==> src/rgbnv_pkg.sv <==
// Shared types and constants for the RGB to NV12 converter.
`default_nettype none

package rgbnv_pkg;

  localparam int unsigned PIX_W = 8;
  localparam int unsigned LW_W = 13;
  localparam int unsigned CFG_IDX_W = 2;
  localparam int unsigned CFG_DATA_W = 13;
  localparam int unsigned LINE_WIDTH_MIN = 16;
  localparam int unsigned LINE_WIDTH_RST = 16;

  typedef enum logic [CFG_IDX_W-1:0] {
    CFG_STUDIO_SWING = 2'd0,
    CFG_CR_FIRST     = 2'd1,
    CFG_BLUE_FIRST   = 2'd2,
    CFG_LINE_WIDTH   = 2'd3
  } cfg_idx_e;

  typedef struct packed {
    logic            studio_swing;
    logic            cr_first;
    logic            blue_first;
    logic [LW_W-1:0] line_width;
  } cfg_t;

  typedef logic signed [9:0] coef_t;

  typedef struct packed {
    coef_t kr;
    coef_t kg;
    coef_t kb;
  } coef_set_t;

  localparam coef_set_t Y_FULL    = '{kr: 10'sd77,  kg: 10'sd150,  kb: 10'sd29};
  localparam coef_set_t CB_FULL   = '{kr: -10'sd43, kg: -10'sd84,  kb: 10'sd127};
  localparam coef_set_t CR_FULL   = '{kr: 10'sd127, kg: -10'sd106, kb: -10'sd21};
  localparam coef_set_t Y_STUDIO  = '{kr: 10'sd66,  kg: 10'sd129,  kb: 10'sd25};
  localparam coef_set_t CB_STUDIO = '{kr: -10'sd38, kg: -10'sd74,  kb: 10'sd112};
  localparam coef_set_t CR_STUDIO = '{kr: 10'sd112, kg: -10'sd94,  kb: -10'sd18};

  localparam logic signed [11:0] Y_OFS_FULL   = 12'sd0;
  localparam logic signed [11:0] Y_OFS_STUDIO = 12'sd16;
  localparam logic signed [11:0] C_OFS        = 12'sd128;

endpackage

`default_nettype wire

==> src/rgbnv_pos.sv <==
// Column and row parity tracker; flags pixels that carry chroma.
`default_nettype none

module rgbnv_pos #(
  parameter int unsigned MAX_LINE_WIDTH = 4096
) (
  input  wire logic                          clk_i,
  input  wire logic                          rst_ni,
  input  wire logic                          adv_i,
  input  wire logic                          frame_start_i,
  input  wire logic [rgbnv_pkg::LW_W-1:0]    line_width_i,
  output logic                               chroma_valid_o
);

  localparam int unsigned CW = $clog2(MAX_LINE_WIDTH);
  localparam int unsigned WW = (rgbnv_pkg::LW_W > CW + 1) ? rgbnv_pkg::LW_W : CW + 1;

  logic [CW-1:0] col_q, col_d, col_cur;
  logic          row_odd_q, row_odd_d, row_cur;
  logic [WW-1:0] lw_ext, width_eff, col_nxt;
  logic          wrap;

  always_comb begin
    col_cur = frame_start_i ? '0 : col_q;
    row_cur = frame_start_i ? 1'b0 : row_odd_q;
    chroma_valid_o = !row_cur && !col_cur[0];

    lw_ext = WW'(line_width_i);
    if (lw_ext < WW'(rgbnv_pkg::LINE_WIDTH_MIN)) begin
      width_eff = WW'(rgbnv_pkg::LINE_WIDTH_MIN);
    end else if (lw_ext > WW'(MAX_LINE_WIDTH)) begin
      width_eff = WW'(MAX_LINE_WIDTH);
    end else begin
      width_eff = lw_ext;
    end

    col_nxt = WW'(col_cur) + WW'(1);
    wrap    = col_nxt >= width_eff;
    col_d     = wrap ? '0 : col_nxt[CW-1:0];
    row_odd_d = wrap ? !row_cur : row_cur;
  end

  always_ff @(posedge clk_i or negedge rst_ni) begin
    if (!rst_ni) begin
      col_q     <= '0;
      row_odd_q <= 1'b0;
    end else if (adv_i) begin
      col_q     <= col_d;
      row_odd_q <= row_odd_d;
    end
  end

endmodule

`default_nettype wire

==> src/rgbnv_csc.sv <==
// BT.601 colour space conversion: weighted sums, rounding, offset, clamp.
`default_nettype none

module rgbnv_csc (
  input  wire logic                           studio_swing_i,
  input  wire logic                           cr_first_i,
  input  wire logic                           chroma_valid_i,
  input  wire logic [rgbnv_pkg::PIX_W-1:0]    red_i,
  input  wire logic [rgbnv_pkg::PIX_W-1:0]    green_i,
  input  wire logic [rgbnv_pkg::PIX_W-1:0]    blue_i,
  output logic      [rgbnv_pkg::PIX_W-1:0]    luma_o,
  output logic      [rgbnv_pkg::PIX_W-1:0]    chroma_first_o,
  output logic      [rgbnv_pkg::PIX_W-1:0]    chroma_second_o
);

  function automatic logic signed [19:0] wsum(
    input rgbnv_pkg::coef_set_t k,
    input logic [7:0] r,
    input logic [7:0] g,
    input logic [7:0] b
  );
    logic signed [19:0] s;
    s = k.kr * $signed({2'b00, r}) + k.kg * $signed({2'b00, g})
      + k.kb * $signed({2'b00, b});
    return s;
  endfunction

  // floor((s + 128) / 256) + ofs, clamped to a byte
  function automatic logic [7:0] scale_clamp(
    input logic signed [19:0] s,
    input logic signed [11:0] ofs
  );
    logic signed [19:0] biased;
    logic signed [11:0] v;
    logic [7:0]         res;
    biased = s + 20'sd128;
    v = $signed(biased[19:8]) + ofs;
    if (v[11]) begin
      res = '0;
    end else if (v > 12'sd255) begin
      res = 8'hFF;
    end else begin
      res = v[7:0];
    end
    return res;
  endfunction

  rgbnv_pkg::coef_set_t k_y, k_cb, k_cr;
  logic signed [11:0]   y_ofs;
  logic [7:0]           cb, cr;

  always_comb begin
    k_y   = studio_swing_i ? rgbnv_pkg::Y_STUDIO  : rgbnv_pkg::Y_FULL;
    k_cb  = studio_swing_i ? rgbnv_pkg::CB_STUDIO : rgbnv_pkg::CB_FULL;
    k_cr  = studio_swing_i ? rgbnv_pkg::CR_STUDIO : rgbnv_pkg::CR_FULL;
    y_ofs = studio_swing_i ? rgbnv_pkg::Y_OFS_STUDIO : rgbnv_pkg::Y_OFS_FULL;

    luma_o = scale_clamp(wsum(k_y, red_i, green_i, blue_i), y_ofs);
    cb     = scale_clamp(wsum(k_cb, red_i, green_i, blue_i), rgbnv_pkg::C_OFS);
    cr     = scale_clamp(wsum(k_cr, red_i, green_i, blue_i), rgbnv_pkg::C_OFS);

    if (chroma_valid_i) begin
      chroma_first_o  = cr_first_i ? cr : cb;
      chroma_second_o = cr_first_i ? cb : cr;
    end else begin
      chroma_first_o  = '0;
      chroma_second_o = '0;
    end
  end

endmodule

`default_nettype wire

==> src/rgb_to_nv12_integer_converter.sv <==
// Top level: RGB pixel stream to BT.601 luma and 4:2:0 interleaved chroma.
// An input beat passes through the input register, then the result register.
// Throughput: one pixel per cycle unless the output stalls; the registers form a pipeline.
// Input ready only drops while both registers hold beats and the output is stalled.
// Reset clears pipeline valids and position (column 0, even row); config returns to defaults.
`default_nettype none

module rgb_to_nv12_integer_converter #(
  parameter int unsigned MAX_LINE_WIDTH = 4096
) (
  input  wire logic                                clk_i,
  input  wire logic                                rst_ni,
  input  wire logic                                cfg_we_i,
  input  wire logic [rgbnv_pkg::CFG_IDX_W-1:0]     cfg_idx_i,
  input  wire logic [rgbnv_pkg::CFG_DATA_W-1:0]    cfg_data_i,
  input  wire logic                                valid_i,
  output logic                                     ready_o,
  input  wire logic [rgbnv_pkg::PIX_W-1:0]         chan_a_i,
  input  wire logic [rgbnv_pkg::PIX_W-1:0]         chan_g_i,
  input  wire logic [rgbnv_pkg::PIX_W-1:0]         chan_c_i,
  input  wire logic                                frame_start_i,
  output logic                                     valid_o,
  input  wire logic                                ready_i,
  output logic      [rgbnv_pkg::PIX_W-1:0]         luma_o,
  output logic                                     chroma_valid_o,
  output logic      [rgbnv_pkg::PIX_W-1:0]         chroma_first_o,
  output logic      [rgbnv_pkg::PIX_W-1:0]         chroma_second_o
);

  rgbnv_pkg::cfg_t cfg_q;

  logic                          in_beat, s2_load;
  logic                          s1_vld_q, s2_vld_q;
  logic [rgbnv_pkg::PIX_W-1:0]   s1_r_q, s1_g_q, s1_b_q;
  logic                          s1_cv_q, cv_in;
  logic [rgbnv_pkg::PIX_W-1:0]   luma_d, first_d, second_d;
  logic [rgbnv_pkg::PIX_W-1:0]   luma_q, first_q, second_q;
  logic                          cv_q;

  // config
  always_ff @(posedge clk_i or negedge rst_ni) begin
    if (!rst_ni) begin
      cfg_q.studio_swing <= 1'b0;
      cfg_q.cr_first     <= 1'b0;
      cfg_q.blue_first   <= 1'b0;
      cfg_q.line_width   <= rgbnv_pkg::LW_W'(rgbnv_pkg::LINE_WIDTH_RST);
    end else if (cfg_we_i) begin
      unique case (rgbnv_pkg::cfg_idx_e'(cfg_idx_i))
        rgbnv_pkg::CFG_STUDIO_SWING: cfg_q.studio_swing <= cfg_data_i[0];
        rgbnv_pkg::CFG_CR_FIRST:     cfg_q.cr_first     <= cfg_data_i[0];
        rgbnv_pkg::CFG_BLUE_FIRST:   cfg_q.blue_first   <= cfg_data_i[0];
        rgbnv_pkg::CFG_LINE_WIDTH:   cfg_q.line_width   <= cfg_data_i[rgbnv_pkg::LW_W-1:0];
        default: ;
      endcase
    end
  end

  // pipeline control
  assign s2_load = !s2_vld_q || ready_i;
  assign ready_o = !s1_vld_q || s2_load;
  assign in_beat = valid_i && ready_o;

  rgbnv_pos #(
    .MAX_LINE_WIDTH(MAX_LINE_WIDTH)
  ) u_pos (
    .clk_i          (clk_i),
    .rst_ni         (rst_ni),
    .adv_i          (in_beat),
    .frame_start_i  (frame_start_i),
    .line_width_i   (cfg_q.line_width),
    .chroma_valid_o (cv_in)
  );

  always_ff @(posedge clk_i or negedge rst_ni) begin
    if (!rst_ni) begin
      s1_vld_q <= 1'b0;
    end else if (ready_o) begin
      s1_vld_q <= valid_i;
    end
  end

  always_ff @(posedge clk_i) begin
    if (in_beat) begin
      s1_r_q  <= cfg_q.blue_first ? chan_c_i : chan_a_i;
      s1_g_q  <= chan_g_i;
      s1_b_q  <= cfg_q.blue_first ? chan_a_i : chan_c_i;
      s1_cv_q <= cv_in;
    end
  end

  rgbnv_csc u_csc (
    .studio_swing_i  (cfg_q.studio_swing),
    .cr_first_i      (cfg_q.cr_first),
    .chroma_valid_i  (s1_cv_q),
    .red_i           (s1_r_q),
    .green_i         (s1_g_q),
    .blue_i          (s1_b_q),
    .luma_o          (luma_d),
    .chroma_first_o  (first_d),
    .chroma_second_o (second_d)
  );

  always_ff @(posedge clk_i or negedge rst_ni) begin
    if (!rst_ni) begin
      s2_vld_q <= 1'b0;
    end else if (s2_load) begin
      s2_vld_q <= s1_vld_q;
    end
  end

  always_ff @(posedge clk_i) begin
    if (s2_load && s1_vld_q) begin
      luma_q   <= luma_d;
      cv_q     <= s1_cv_q;
      first_q  <= first_d;
      second_q <= second_d;
    end
  end

  assign valid_o         = s2_vld_q;
  assign luma_o          = luma_q;
  assign chroma_valid_o  = cv_q;
  assign chroma_first_o  = first_q;
  assign chroma_second_o = second_q;

endmodule

`default_nettype wire

==> config.mk <==
export PLATFORM = sky130hd
export DESIGN_NAME = rgb_to_nv12_integer_converter
export DESIGN_NICKNAME = d
export VERILOG_FILES = /design/src/rgbnv_pkg.sv /design/src/rgbnv_pos.sv /design/src/rgbnv_csc.sv /design/src/rgb_to_nv12_integer_converter.sv
export SDC_FILE = /design/constraint.sdc
export NUM_CORES = 1
export LEC_CHECK = 0
export BUFFER_PORTS_ARGS = -buffer_cell sky130_fd_sc_hd__clkbuf_2
export CAP_MARGIN = 5
export CORE_ASPECT_RATIO = 1.25
export CORE_MARGIN = 4
export CORE_UTILIZATION = 30
export CTS_CLUSTER_SIZE = 20
export DETAILED_ROUTE_END_ITERATION = 10
export PLACE_DENSITY = 0.54
export SLEW_MARGIN = 20
export SYNTH_ARGS = -nofsm -noshare
export SYNTH_HDL_FRONTEND = slang
export SYNTH_SLANG_ARGS = --single-unit
==> constraint.sdc <==
create_clock -name clk_i -period 21.2 [get_ports clk_i]
set_input_delay 1.06 -clock clk_i [delete_from_list [all_inputs] [get_ports clk_i]]
set_output_delay 1.06 -clock clk_i [all_outputs]
set_load 0.1 [all_outputs]
# After elaboration in Yosys (flattened, before gate mapping)
# Cells that the tools add are included.
[totals] input_bits=45 regBits=81 output_inout_bits=27
[op_classes] n_reduce_logical=14 n_mux=19 add_sub_neg=13 magnitude_cmp=6 mul=9 n_eq_ne=3
[op_table] operator="10-bit by 9-bit multiplier with 19-bit output" count=9
[op_table] operator="20-bit adder" count=6
[op_table] operator="24-bit two-way mux" count=3
[op_table] operator="8-bit two-way mux" count=9
[op_table] operator="20-bit by 9-bit adder with 20-bit output, second input constant" count=3
[op_table] operator="12-bit by 9-bit greater-than comparator with 1-bit output, second input constant" count=3
[op_table] operator="13-bit two-way mux" count=2
[op_table] operator="12-bit by 9-bit adder with 12-bit output, second input constant" count=2
[op_table] operator="12-bit two-way mux" count=2
[op_table] operator="12-bit by 1-bit adder with 13-bit output, second input constant" count=1
[op_table] operator="13-bit >= comparator" count=1
[op_table] operator="13-bit greater-than comparator, second input constant" count=1
[op_table] operator="13-bit by 5-bit < comparator with 1-bit output, second input constant" count=1
[op_table] operator="12-bit adder" count=1
[op_table] operator="2-bit AND reduction" count=4
[op_table] operator="5-bit two-way mux" count=1
[op_table] operator="2-bit equality test, second input constant" count=2
[op_table] operator="1-bit logical NOT" count=4
[op_table] operator="1-bit logical AND" count=3
[op_table] operator="2-bit by 1-bit equality test with 1-bit output, second input constant" count=1
[op_table] operator="2-bit logical NOT" count=1
[op_table] operator="1-bit logical OR" count=2
[op_table] operator="1-bit two-way mux" count=2

# Logic depth before layout (Yosys ltp)
# Gate-level depths: netlist of the first run.
[depth] depth_word=10 depth_mapped=41

# Cells and area by module
# Synthesis of the first run repeated with hierarchy kept, for this count alone.
[unflattened] cells_unflattened=1926 hier_area_um2=19462.4
[modules_own_cells] mod="rgbnv_csc" seq_area_each_um2=0.0 area_per_inst_um2=15776.4 instances=1 cells_each=1667
[modules_own_cells] mod="rgb_to_nv12_integer_converter" seq_area_each_um2=1953.1 area_per_inst_um2=2446.1 instances=1 cells_each=113
[modules_own_cells] mod="rgbnv_pos" seq_area_each_um2=325.3 area_per_inst_um2=1239.9 instances=1 cells_each=146

# Worst setup path after synthesis of the first run
# OpenSTA, ideal clock, no wires.
[synth_path] path_type="register to register" start="register cfg_q[15] (netlist name)" end="register second_q, in the netlist chroma_second_o[4] (data pin)" t_arrival_ps=8444 setup_slack_ps=12485 period_less_slack_ps=8715 path_stages_with_launch=38 setup_time_ps=271 cell_sequence="dfrtp_1 -> buf_4 -> clkbuf_1 -> clkbuf_1 -> clkbuf_1 -> nor2_1 -> ha_1 -> a21oi_1 -> fa_1 -> fa_1 -> inv_1 -> fa_1 -> ha_1 -> o21ai_0 -> a21boi_0 -> o21ai_0 -> a21boi_0 -> o21ai_0 -> [... 2 more ...] -> nor2_1 -> xnor2_1 -> fa_1 -> ha_1 -> ha_1 -> and3_1 -> nor2b_1 -> a221o_1 -> or2_2 -> a21oi_1 -> xnor2_1 -> ha_1 -> o21ai_0 -> or3_1 -> nand3_1 -> xor2_1 -> buf_2 -> o32ai_1"
[synth_between] elab_chain_len=10
[synth_rtl] item="start: declaration" line_no="rgb_to_nv12_integer_converter.sv:30" source="rgbnv_pkg::cfg_t cfg_q;"
[synth_rtl] item="24-bit two-way mux, on equally long branches" line_no="rgbnv_csc.sv:55, rgbnv_csc.sv:54"
[synth_rtl] item="10-bit by 9-bit multiplier with 19-bit output" line_no="rgbnv_csc.sv:23" source="s = k.kr * $signed({2'b00, r}) + k.kg * $signed({2'b00, g})"
[synth_rtl] item="20-bit adder" line_no="rgbnv_csc.sv:23"
[synth_rtl] item="20-bit adder" line_no="rgbnv_csc.sv:24" source="+ k.kb * $signed({2'b00, b});"
[synth_rtl] item="20-bit by 9-bit adder with 20-bit output" line_no="rgbnv_csc.sv:36" source="biased = s + 20'sd128;"
[synth_rtl] item="12-bit by 9-bit adder with 12-bit output" line_no="rgbnv_csc.sv:37" source="v = $signed(biased[19:8]) + ofs;"
[synth_rtl] item="12-bit by 9-bit greater-than comparator with 1-bit output" line_no="rgbnv_csc.sv:40" source="end else if (v > 12'sd255) begin"
[synth_rtl] item="8-bit two-way mux" line_no="rgbnv_csc.sv:40"
[synth_rtl] item="8-bit two-way mux" line_no="rgbnv_csc.sv:38" source="if (v[11]) begin"
[synth_rtl] item="8-bit two-way mux (*)" line_no="rgbnv_csc.sv:64" source="chroma_second_o = cr_first_i ? cb : cr;"
[synth_rtl] item="end signal: assignment" line_no="rgb_to_nv12_integer_converter.sv:116" source="second_q <= second_d;"
[synth_rtl] item="end: declaration" line_no="rgb_to_nv12_integer_converter.sv:37" source="logic [rgbnv_pkg::PIX_W-1:0] luma_q, first_q, second_q;"
# Every way passes the cells marked *; elsewhere a longest branch is shown, timed or not.
# A chain may end at the register's enable or synchronous reset.

# Final worst setup path of the first run
[layout_path] start="register cfg_q[15] (netlist name)" end="register first_q, in the netlist chroma_first_o[7] (data pin)"
[layout_between] elab_chain_len=10
[layout_rtl] item="24-bit two-way mux, on equally long branches" line_no="rgbnv_csc.sv:54, rgbnv_csc.sv:55"
[layout_rtl] item="10-bit by 9-bit multiplier with 19-bit output" line_no="rgbnv_csc.sv:23"
[layout_rtl] item="20-bit adder" line_no="rgbnv_csc.sv:23"
[layout_rtl] item="20-bit adder" line_no="rgbnv_csc.sv:24"
[layout_rtl] item="20-bit by 9-bit adder with 20-bit output" line_no="rgbnv_csc.sv:36"
[layout_rtl] item="12-bit by 9-bit adder with 12-bit output" line_no="rgbnv_csc.sv:37"
[layout_rtl] item="12-bit by 9-bit greater-than comparator with 1-bit output" line_no="rgbnv_csc.sv:40"
[layout_rtl] item="8-bit two-way mux" line_no="rgbnv_csc.sv:40"
[layout_rtl] item="8-bit two-way mux" line_no="rgbnv_csc.sv:38"
[layout_rtl] item="8-bit two-way mux (*)" line_no="rgbnv_csc.sv:63" source="chroma_first_o = cr_first_i ? cr : cb;"
[layout_rtl] item="end signal: assignment" line_no="rgb_to_nv12_integer_converter.sv:115" source="first_q <= first_d;"
[layout_rtl] item="end: declaration" line_no="rgb_to_nv12_integer_converter.sv:37"
# Marks and branches as above.

==> flow_metrics.tcl, run 1 <==
set metrics [dict create \
    status "finished clean" \
    max-slew-margin-rel_pct 36.4 \
    avgSynthCellArea_sq_um 9.27 \
    grt_pass1_vias 15653 \
    finalSetupViolCount 0 \
    whs_path_depth 2 \
    startpoint "cfg_q[15]" \
    fmaxAchievable_mhz 103 \
    diodes 0 \
    maxSlewViolCount 0 \
    hold_violations 0 \
    synthTopCellsByArea "ha_1 (27%), fa_1 (25%), inv_1 (10%)" \
    ant_nets 0 \
    routedWlPerCell_um 15.9 \
    hold_start "u_pos.col_q[5]" \
    worst_slew_pin_slew_ns 0.943 \
    nNetsFinal 3003 \
    reg2reg_from "cfg_q[15]" \
    drt_wl_total_um 49800 \
    yosysTopAreaCell "ha_1" \
    chipWidth_um 241 \
    syn_area_sq_um 20400 \
    crit_path_end_kind "register" \
    hold_class "reg -> reg" \
    ios 72 \
    ys_seq_elements 81 \
    arrival_ns 9.79 \
    cts_sinks 81 \
    clkLatencyLatePin_ns 0.40 \
    initial_core_util_pct 30.3 \
    die-area_sq_um 72100 \
    grt_pass1_wl_um 82100 \
    grt_max_degree 64 \
    cts-root-buf "clkbuf_16" \
    cts-htree-levels 3 \
    period_needed_ns 9.68 \
    die_h_um 299 \
    synth-edff-count 50 \
    fin_skew_ns 0.0152 \
    r2r_slack_ns 11.52 \
    antenna_found_initial 0 \
    startpoint_type "register" \
    drc 0 \
    grt-ovfl-total 0 \
    area_delta_synth_final_pct 8.57 \
    yosysMostFrequentCell "inv_1" \
    crit_slowest_cell "xor2_2" \
    cts_tree "yes" \
    rsz0062_at_grt "false" \
    netlist_instances 2196 \
    fillers 6983 \
    cts-resized-gates 0 \
    core_area_sq_um 67100 \
    crit_type "reg -> reg" \
    synth.top_cells.by_count "inv_1 (554), ha_1 (438), fa_1 (250)" \
    maxCapViolations 0 \
    drt-pass1-iter-count 8 \
    dpl.hpwl_um 44400 \
    yosys_warnings 0 \
    synth-async-reset-ratio_pct 38.3 \
    fp-row-count 106 \
    io_buffer_count 71 \
    synth_ff_type "edfxtp_1" \
    crit_required_ns 21.31 \
    cts_buffer_depth 2 \
    path_clk_slew_ns 0.08 \
    cp_slowest_stage_delay_ns 0.58 \
    crit_path_frequent_cell "ha_1" \
    via_per_inst 4.59 \
    cts_setup_buffers 0 \
    synth.distinct_cells 76 \
    cts_hold_buffers 0 \
    place_congestion 0.876 \
    synth_top_area_share_pct 26.9 \
    timing.setup.tns_ns 0 \
    drive_gt1_share_pct 6.77 \
    r2r_cells 34 \
    post-route-period-util_pct 45.7 \
    drtIter0Drc 549 \
    grt_usage_pct 14.5 \
    vias 14397 \
    synth-seq-area-share_pct 11.2 \
    path_max_fanout 63 \
    numCtsBuffers 9 \
]
[state kept, by name, indices dropped and copies added (netlist names), 8 cells and up]
signal,cells
s1_b_q,8
s1_r_q,8
s1_g_q,8
chroma_second_o,8
u_pos.col_q,12
cfg_q,16
luma_o,8
chroma_first_o,8
[stage by stage]
step / hold slack [ns] / worst slack (ns) / area, sq um / utilization [%] / cells
after floorplan: 0.442 / 12.48 / 20400 / - / 2209
after global placement: 0.464 / 11.45 / 21800 / 32.5 / 3123
after detailed placement: 0.473 / 11.26 / 21800 / 32.5 / 3123
after CTS: 0.492 / 11.21 / 22100 / 32.9 / 3139
after global routing: 0.511 / 10.84 / 22100 / 32.9 / 3139
final: 0.485 / 11.52 / 22100 / 32.9 / 3139
[cells by family (layout without fill, tap and decap cells)]
kind of cell | count (synthesis) | count (layout) | synth area share (%)
buffers and inverters | 581 | 647 | 10.7
xor gates and xnor gates | 132 | 132 | 5.68
muxes | 37 | 37 | 2.02
AOI/OAI and AO/OA | 305 | 305 | 9.83
and+or+nand+nor | 370 | 370 | 9.01
adders and majority gates | 688 | 688 | 51.5
DFF | 81 | 81 | 11.2
other | 2 | 15 | 0.0369
[critical path, delay by kind of cell, from the launching register on]
kind                     cells  cell delay, ns
buffers and inverters        4            0.67
flip-flops                   1            0.37
adder cells (fa/ha/maj)      9            3.28
AND/OR/NAND/NOR              7            1.71
AO/OA/AOI/OAI               11            2.38
XOR/XNOR                     3            0.96
[cell usage in the layout, fill, tap and decap left out, drive strengths merged, types with 30 or more instances in the layout]
cell type / count
a21oi: 90
nand2b: 35
xor2: 37
xnor2: 95
nor2: 87
ha: 438
inv: 558
o21ai: 64
edfxtp: 50
clkbuf: 80
nand2: 98
dfrtp: 30
mux2: 32
fa: 250
[layer usage]
layer | share of wire [%] | track usage (%) | wire length [um] | vias to the layer above
li1 | - | - | - | 7212
met1 | 42 | 17.1 | 20700 | 6945
met2 | 52 | 26.9 | 26100 | 188
met3 | 2.2 | 1.59 | 1100 | 52
met4 | 3.7 | 5.29 | 1840 | 0
met5 | 0 | 0 | 0 | -
[final timing paths]
kind | endpoint
worst max-delay path | chroma_first_o[7]
worst min-delay path | u_pos.col_q[5]
worst max register to register | chroma_first_o[7]
max in group asynchronous | cfg_q[15]
min in group asynchronous | s1_vld_q
worst min register to register | u_pos.col_q[5]
[cell type report]
cell class                 count  area, sq um  share of cell area (%)
sequential                    81         2280                    10.3
clock inverter                 7         95.1                   0.430
tap                          864         1080                    4.89
multi-input combinational   1547        16000                    72.2
clock buffer                   9          225                    1.02
inverter                     556         2090                    9.44
timing repair buffer          75          385                    1.74
Power of run 1 is left out: the tool's default activity adds up to more than one toggle a clock period on the data nets, which glitch-free logic cannot reach.
==> run 2, diff against run 1 <==
==> constraint.sdc (replaced) <==
create_clock -name clk_i -period 9.51 [get_ports clk_i]
set_input_delay 0.4755 -clock clk_i [delete_from_list [all_inputs] [get_ports clk_i]]
set_output_delay 0.4755 -clock clk_i [all_outputs]
set_load 0.1 [all_outputs]
==> run 2 against run 1 <==
  * Fmax increased by 8.4%
  * Core utilization increased by 0.50 points
  * Register-to-register slack got worse by 11 ns
  * Routed wire length increased by 4.9%
  * Non-clock buffer count increased by 37
  * First-iteration DRC count decreased by 3.3%
  * Setup slack got worse by 11 ns
  * Sequential cell count unchanged
  * Critical path depth increased by 2
  * Sequential share of layout area decreased by 0.14 points
==> flow_metrics.tcl, run 2 (synthesis gave the netlist of run 1 again) <==
set metrics [dict create \
    die-area_sq_um 72100 \
    ios 72 \
    hold_class "in -> async" \
    cts_sinks 81 \
    drt-pass1-iter-count 5 \
    cts-root-buf "clkbuf_16" \
    drive_gt1_share_pct 8.74 \
    period_needed_ns 8.93 \
    initial_core_util_pct 30.3 \
    crit_slowest_cell "dfrtp_4" \
    startpoint_type "register" \
    ant_nets 0 \
    timing.setup.tns_ns 0 \
    largest_register_ffs 16 \
    vias 14628 \
    maxSlewViolCount 0 \
    maxCapViolations 0 \
    core_area_sq_um 67100 \
    fp-row-count 106 \
    fin_skew_ns 0.0139 \
    finalNonFillerCells 3176 \
    top_register "cfg_q" \
    chipWidth_um 241 \
    crit_cells 36 \
    drc 0 \
    numCtsBuffers 9 \
    cts_buffer_depth 2 \
    mostFrequentLayoutCells "inv_1 (553), ha_1 (438), fa_1 (250), nand2_1 (98), xnor2_1 (94)" \
    dp_cells 3136 \
    grt_pass1_vias 16055 \
    path_max_fanout 43 \
    cpLargestDelayFamily "adder cells" \
    nNetsFinal 3040 \
    via_per_inst 4.61 \
    path_clk_slew_ns 0.08 \
    crit_required_ns 9.64 \
    clkLatencyLatePin_ns 0.40 \
    cts_tree "yes" \
    worst_slew_pin_slew_ns 0.826 \
    die_h_um 299 \
    max-slew-margin-rel_pct 45.0 \
    grt_usage_pct 15.1 \
    crit_type "reg -> reg" \
    cts_hold_buffers 0 \
    antenna_found_initial 1 \
    crit_path_end_kind "register" \
    cp_slowest_stage_delay_ns 0.58 \
    grt_max_degree 44 \
    final_common_cell "inv_1" \
    crit_path_frequent_cell "ha_1" \
    r2r_cells 36 \
    fmaxAchievable_mhz 112 \
    routedWlPerCell_um 16.5 \
    dpl.hpwl_um 46100 \
    grt_pass1_wl_um 84900 \
    area_delta_synth_final_pct 10.2 \
    drtIter0Drc 531 \
    diodes 0 \
    hold_violations 0 \
    final_util_pct 33.4 \
    cts-htree-levels 3 \
    path_buf_inv 4 \
    place_congestion 0.908 \
    grt-ovfl-total 0 \
    io_buffer_count 71 \
    reg_top3 "cfg_q: 16 flops, u_pos.col_q: 12 flops" \
    status "finished clean" \
    arrival_ns 9.05 \
    drt_wl_total_um 52300 \
    finalSetupViolCount 0 \
    post-route-period-util_pct 93.9 \
]
## run 2: final cells by class
cell class,count,area [sq um]
sequential,81,2280
multi-input combinational,1547,16000
clock inverter,7,81.3
inverter,556,2090
timing repair buffer,112,683
fill,7028,44700
tap,864,1080
clock buffer,9,225
## run 2: final timing paths
kind	start	end	slack, ns
worst max-delay path	cfg_q[15]	chroma_second_o[2]	0.58
max in group asynchronous	rst_ni	cfg_q[15]	8.73
worst max register to register	cfg_q[15]	chroma_second_o[2]	0.58
min in group clk_i	chan_g_i[4]	s1_g_q[4]	0.25
worst min register to register	u_pos.col_q[5]	u_pos.col_q[5]	0.48
worst min-delay path	rst_ni	s1_vld_q	0.17
## run 2: metrics by stage
stage	setup WS (ns)	hold slack [ns]	area, sq um
after floorplan	0.795	0.180	20400
after global placement	0.214	0.462	21900
final	0.582	0.166	22400
after CTS	0.133	0.161	22200
after global routing	-0.0159	0.199	22400
after detailed placement	-0.00804	0.471	21900
## run 2: per-layer routing
layer / part of all wire, % / GRT usage, % / vias to the layer above
li1: - / - / 7309
met1: 40 / 17.2 / 7062
met2: 54 / 28.8 / 201
met3: 2.9 / 1.96 / 56
met4: 3.4 / 4.70 / 0
met5: 0 / 0 / -
## run 2: what timing repair did
| action | in CTS | in global routing |
|---|---|---|
| pin swaps | 0 | 2 |
| resized for setup | 0 | 20 |
| cloned | 0 | 0 |
| buffers inserted | 1 | 23 |
| endpoints found under the setup margin | 11 | 16 |
Power of run 2 is left out for the same reason.
==> run 3, diff against run 2 <==
--- a/config.mk
+++ b/config.mk
@@ -10,6 +10,7 @@
 export CORE_ASPECT_RATIO = 1.25
 export CORE_MARGIN = 4
 export CORE_UTILIZATION = 30
+export CTS_BUF_LIST = sky130_fd_sc_hd__clkbuf_4
 export CTS_CLUSTER_SIZE = 20
 export DETAILED_ROUTE_END_ITERATION = 10
 export PLACE_DENSITY = 0.54
==> run 3 against run 2 <==
  * Critical path depth stayed put
  * Die area unchanged
  * Setup slack got worse by 0.016 ns
  * Sequential share of layout area is essentially flat
  * Clock skew increased by 0.022 ns
  * Register-to-register slack worse by 0.02 ns
  * Critical endpoint unchanged
==> flow_metrics.tcl, run 3 (synthesis gave the netlist of run 1 again) <==
set metrics [dict create \
    worst_slew_pin_slew_ns 0.795 \
    post-route-period-util_pct 94.1 \
    hold_start "valid_i" \
    grt-ovfl-total 0 \
    via_per_inst 4.60 \
    place_area_sq_um 21900 \
    cts-root-buf "clkbuf_4" \
    chipWidth_um 241 \
    finalSetupViolCount 0 \
    grt_usage_pct 15.1 \
    drt-pass1-iter-count 4 \
    routedWlPerCell_um 16.4 \
    drt_wl_total_um 52200 \
    mostFrequentLayoutCells "inv_1 (552), ha_1 (438), fa_1 (250), nand2_1 (98), xnor2_1 (94)" \
    path_max_fanout 43 \
    antenna_found_initial 2 \
    startpoint_type "register" \
    crit_path_frequent_cell "ha_1" \
    cts-htree-levels 3 \
    timing.setup.tns_ns 0 \
    nNetsFinal 3055 \
    drc 0 \
    cts_sinks 81 \
    largest_register_ffs 16 \
    final_common_cell "inv_1" \
    status "finished clean" \
    crit_cells 36 \
    crit_path_end_kind "register" \
    crit_type "reg -> reg" \
    ios 72 \
    core_area_sq_um 67100 \
    vias 14694 \
    arrival_ns 9.31 \
    crit_required_ns 9.87 \
    r2r_end "chroma_second_o[2]" \
    maxSlewViolCount 0 \
    reg2reg_from "cfg_q[15]" \
    grt_max_degree 44 \
    die-area_sq_um 72100 \
    crit_slowest_cell "dfrtp_4" \
    critPathCapture "chroma_second_o[2]" \
    numCtsBuffers 9 \
    fin_skew_ns 0.0360 \
    path_buf_inv 4 \
    drtIter0Drc 499 \
    cts_buffer_depth 2 \
    io_buffer_count 71 \
    hold_class "in -> reg" \
    grt_pass1_wl_um 84900 \
    period_needed_ns 8.94 \
    maxCapViolations 0 \
    r2r_slack_ns 0.57 \
    path_clk_slew_ns 0.18 \
    top_register "cfg_q" \
    cts_tree "yes" \
    clkLatencyLatePin_ns 0.64 \
    finalNonFillerCells 3193 \
    dp_cells 3136 \
    initial_core_util_pct 30.3 \
    cp_slowest_stage_delay_ns 0.59 \
    ant_nets 0 \
    r2r_cells 36 \
    startpoint "cfg_q[15]" \
    dpl.hpwl_um 46100 \
    fmaxAchievable_mhz 112 \
    fp-row-count 106 \
    final_area_sq_um 22400 \
    die_h_um 299 \
    hold_violations 0 \
    cpLargestDelayFamily "adder cells" \
    grt_pass1_vias 16105 \
    max-slew-margin-rel_pct 47.0 \
    reg_top3 "cfg_q: 16 flops, u_pos.col_q: 12 flops" \
    drive_gt1_share_pct 8.85 \
    area_delta_synth_final_pct 10.2 \
    place_congestion 0.908 \
]
run 3: timing repair:
item / in CTS / in global routing
hold buffers: 12 / 0
gates cloned: 0 / 0
endpoints found under the hold margin: 41 / 0
buffers inserted: 1 / 26
pin swaps: 0 / 2
setup endpoints to repair: 16 / 16
resized for setup: 0 / 22
run 3: area by class of cell:
class,count,area [sq um]
diodes,2,5.00
repair buffers,127,826
clock buffers,9,67.6
inverters,556,2090
multi-input cells,1547,16000
fillers,7031,44700
clock inverters,7,81.3
well taps,864,1080
flip-flops and latches,81,2280
run 3: layer usage:
metal / up-vias / part of all wire [%] / track usage [%]
met3: 65 / 2.5 / 1.74
met1: 7099 / 40 / 17.3
li1: 7333 / - / -
met2: 197 / 53 / 28.6
met5: - / 0 / 0
met4: 0 / 4.1 / 5.30
run 3: worst min-delay path by stage:
| stage | end | slack, ns | depth (start not counted) |
|---|---|---|---|
| after CTS | s1_vld_q | 0.002 | 2 |
| after global placement | u_pos.col_q[5] | 0.46 | 2 |
| after global routing | cfg_q[3] | 0.02 | 2 |
| after detailed placement | u_pos.col_q[5] | 0.47 | 2 |
| final | s1_vld_q | 0.07 | 2 |
| after floorplan | cfg_q[0] | 0.18 | 0 |
run 3: stage by stage:
| step | hold slack, ns | util (%) | setup slack (ns) |
|---|---|---|---|
| after floorplan | 0.180 | - | 0.795 |
| after global placement | 0.462 | 32.6 | 0.214 |
| after detailed placement | 0.471 | 32.6 | -0.00804 |
| after CTS | 0.00166 | 33.0 | 0.0963 |
| after global routing | 0.0168 | 33.4 | -0.00270 |
| final | 0.0725 | 33.4 | 0.566 |
Power of run 3 is left out for the same reason.
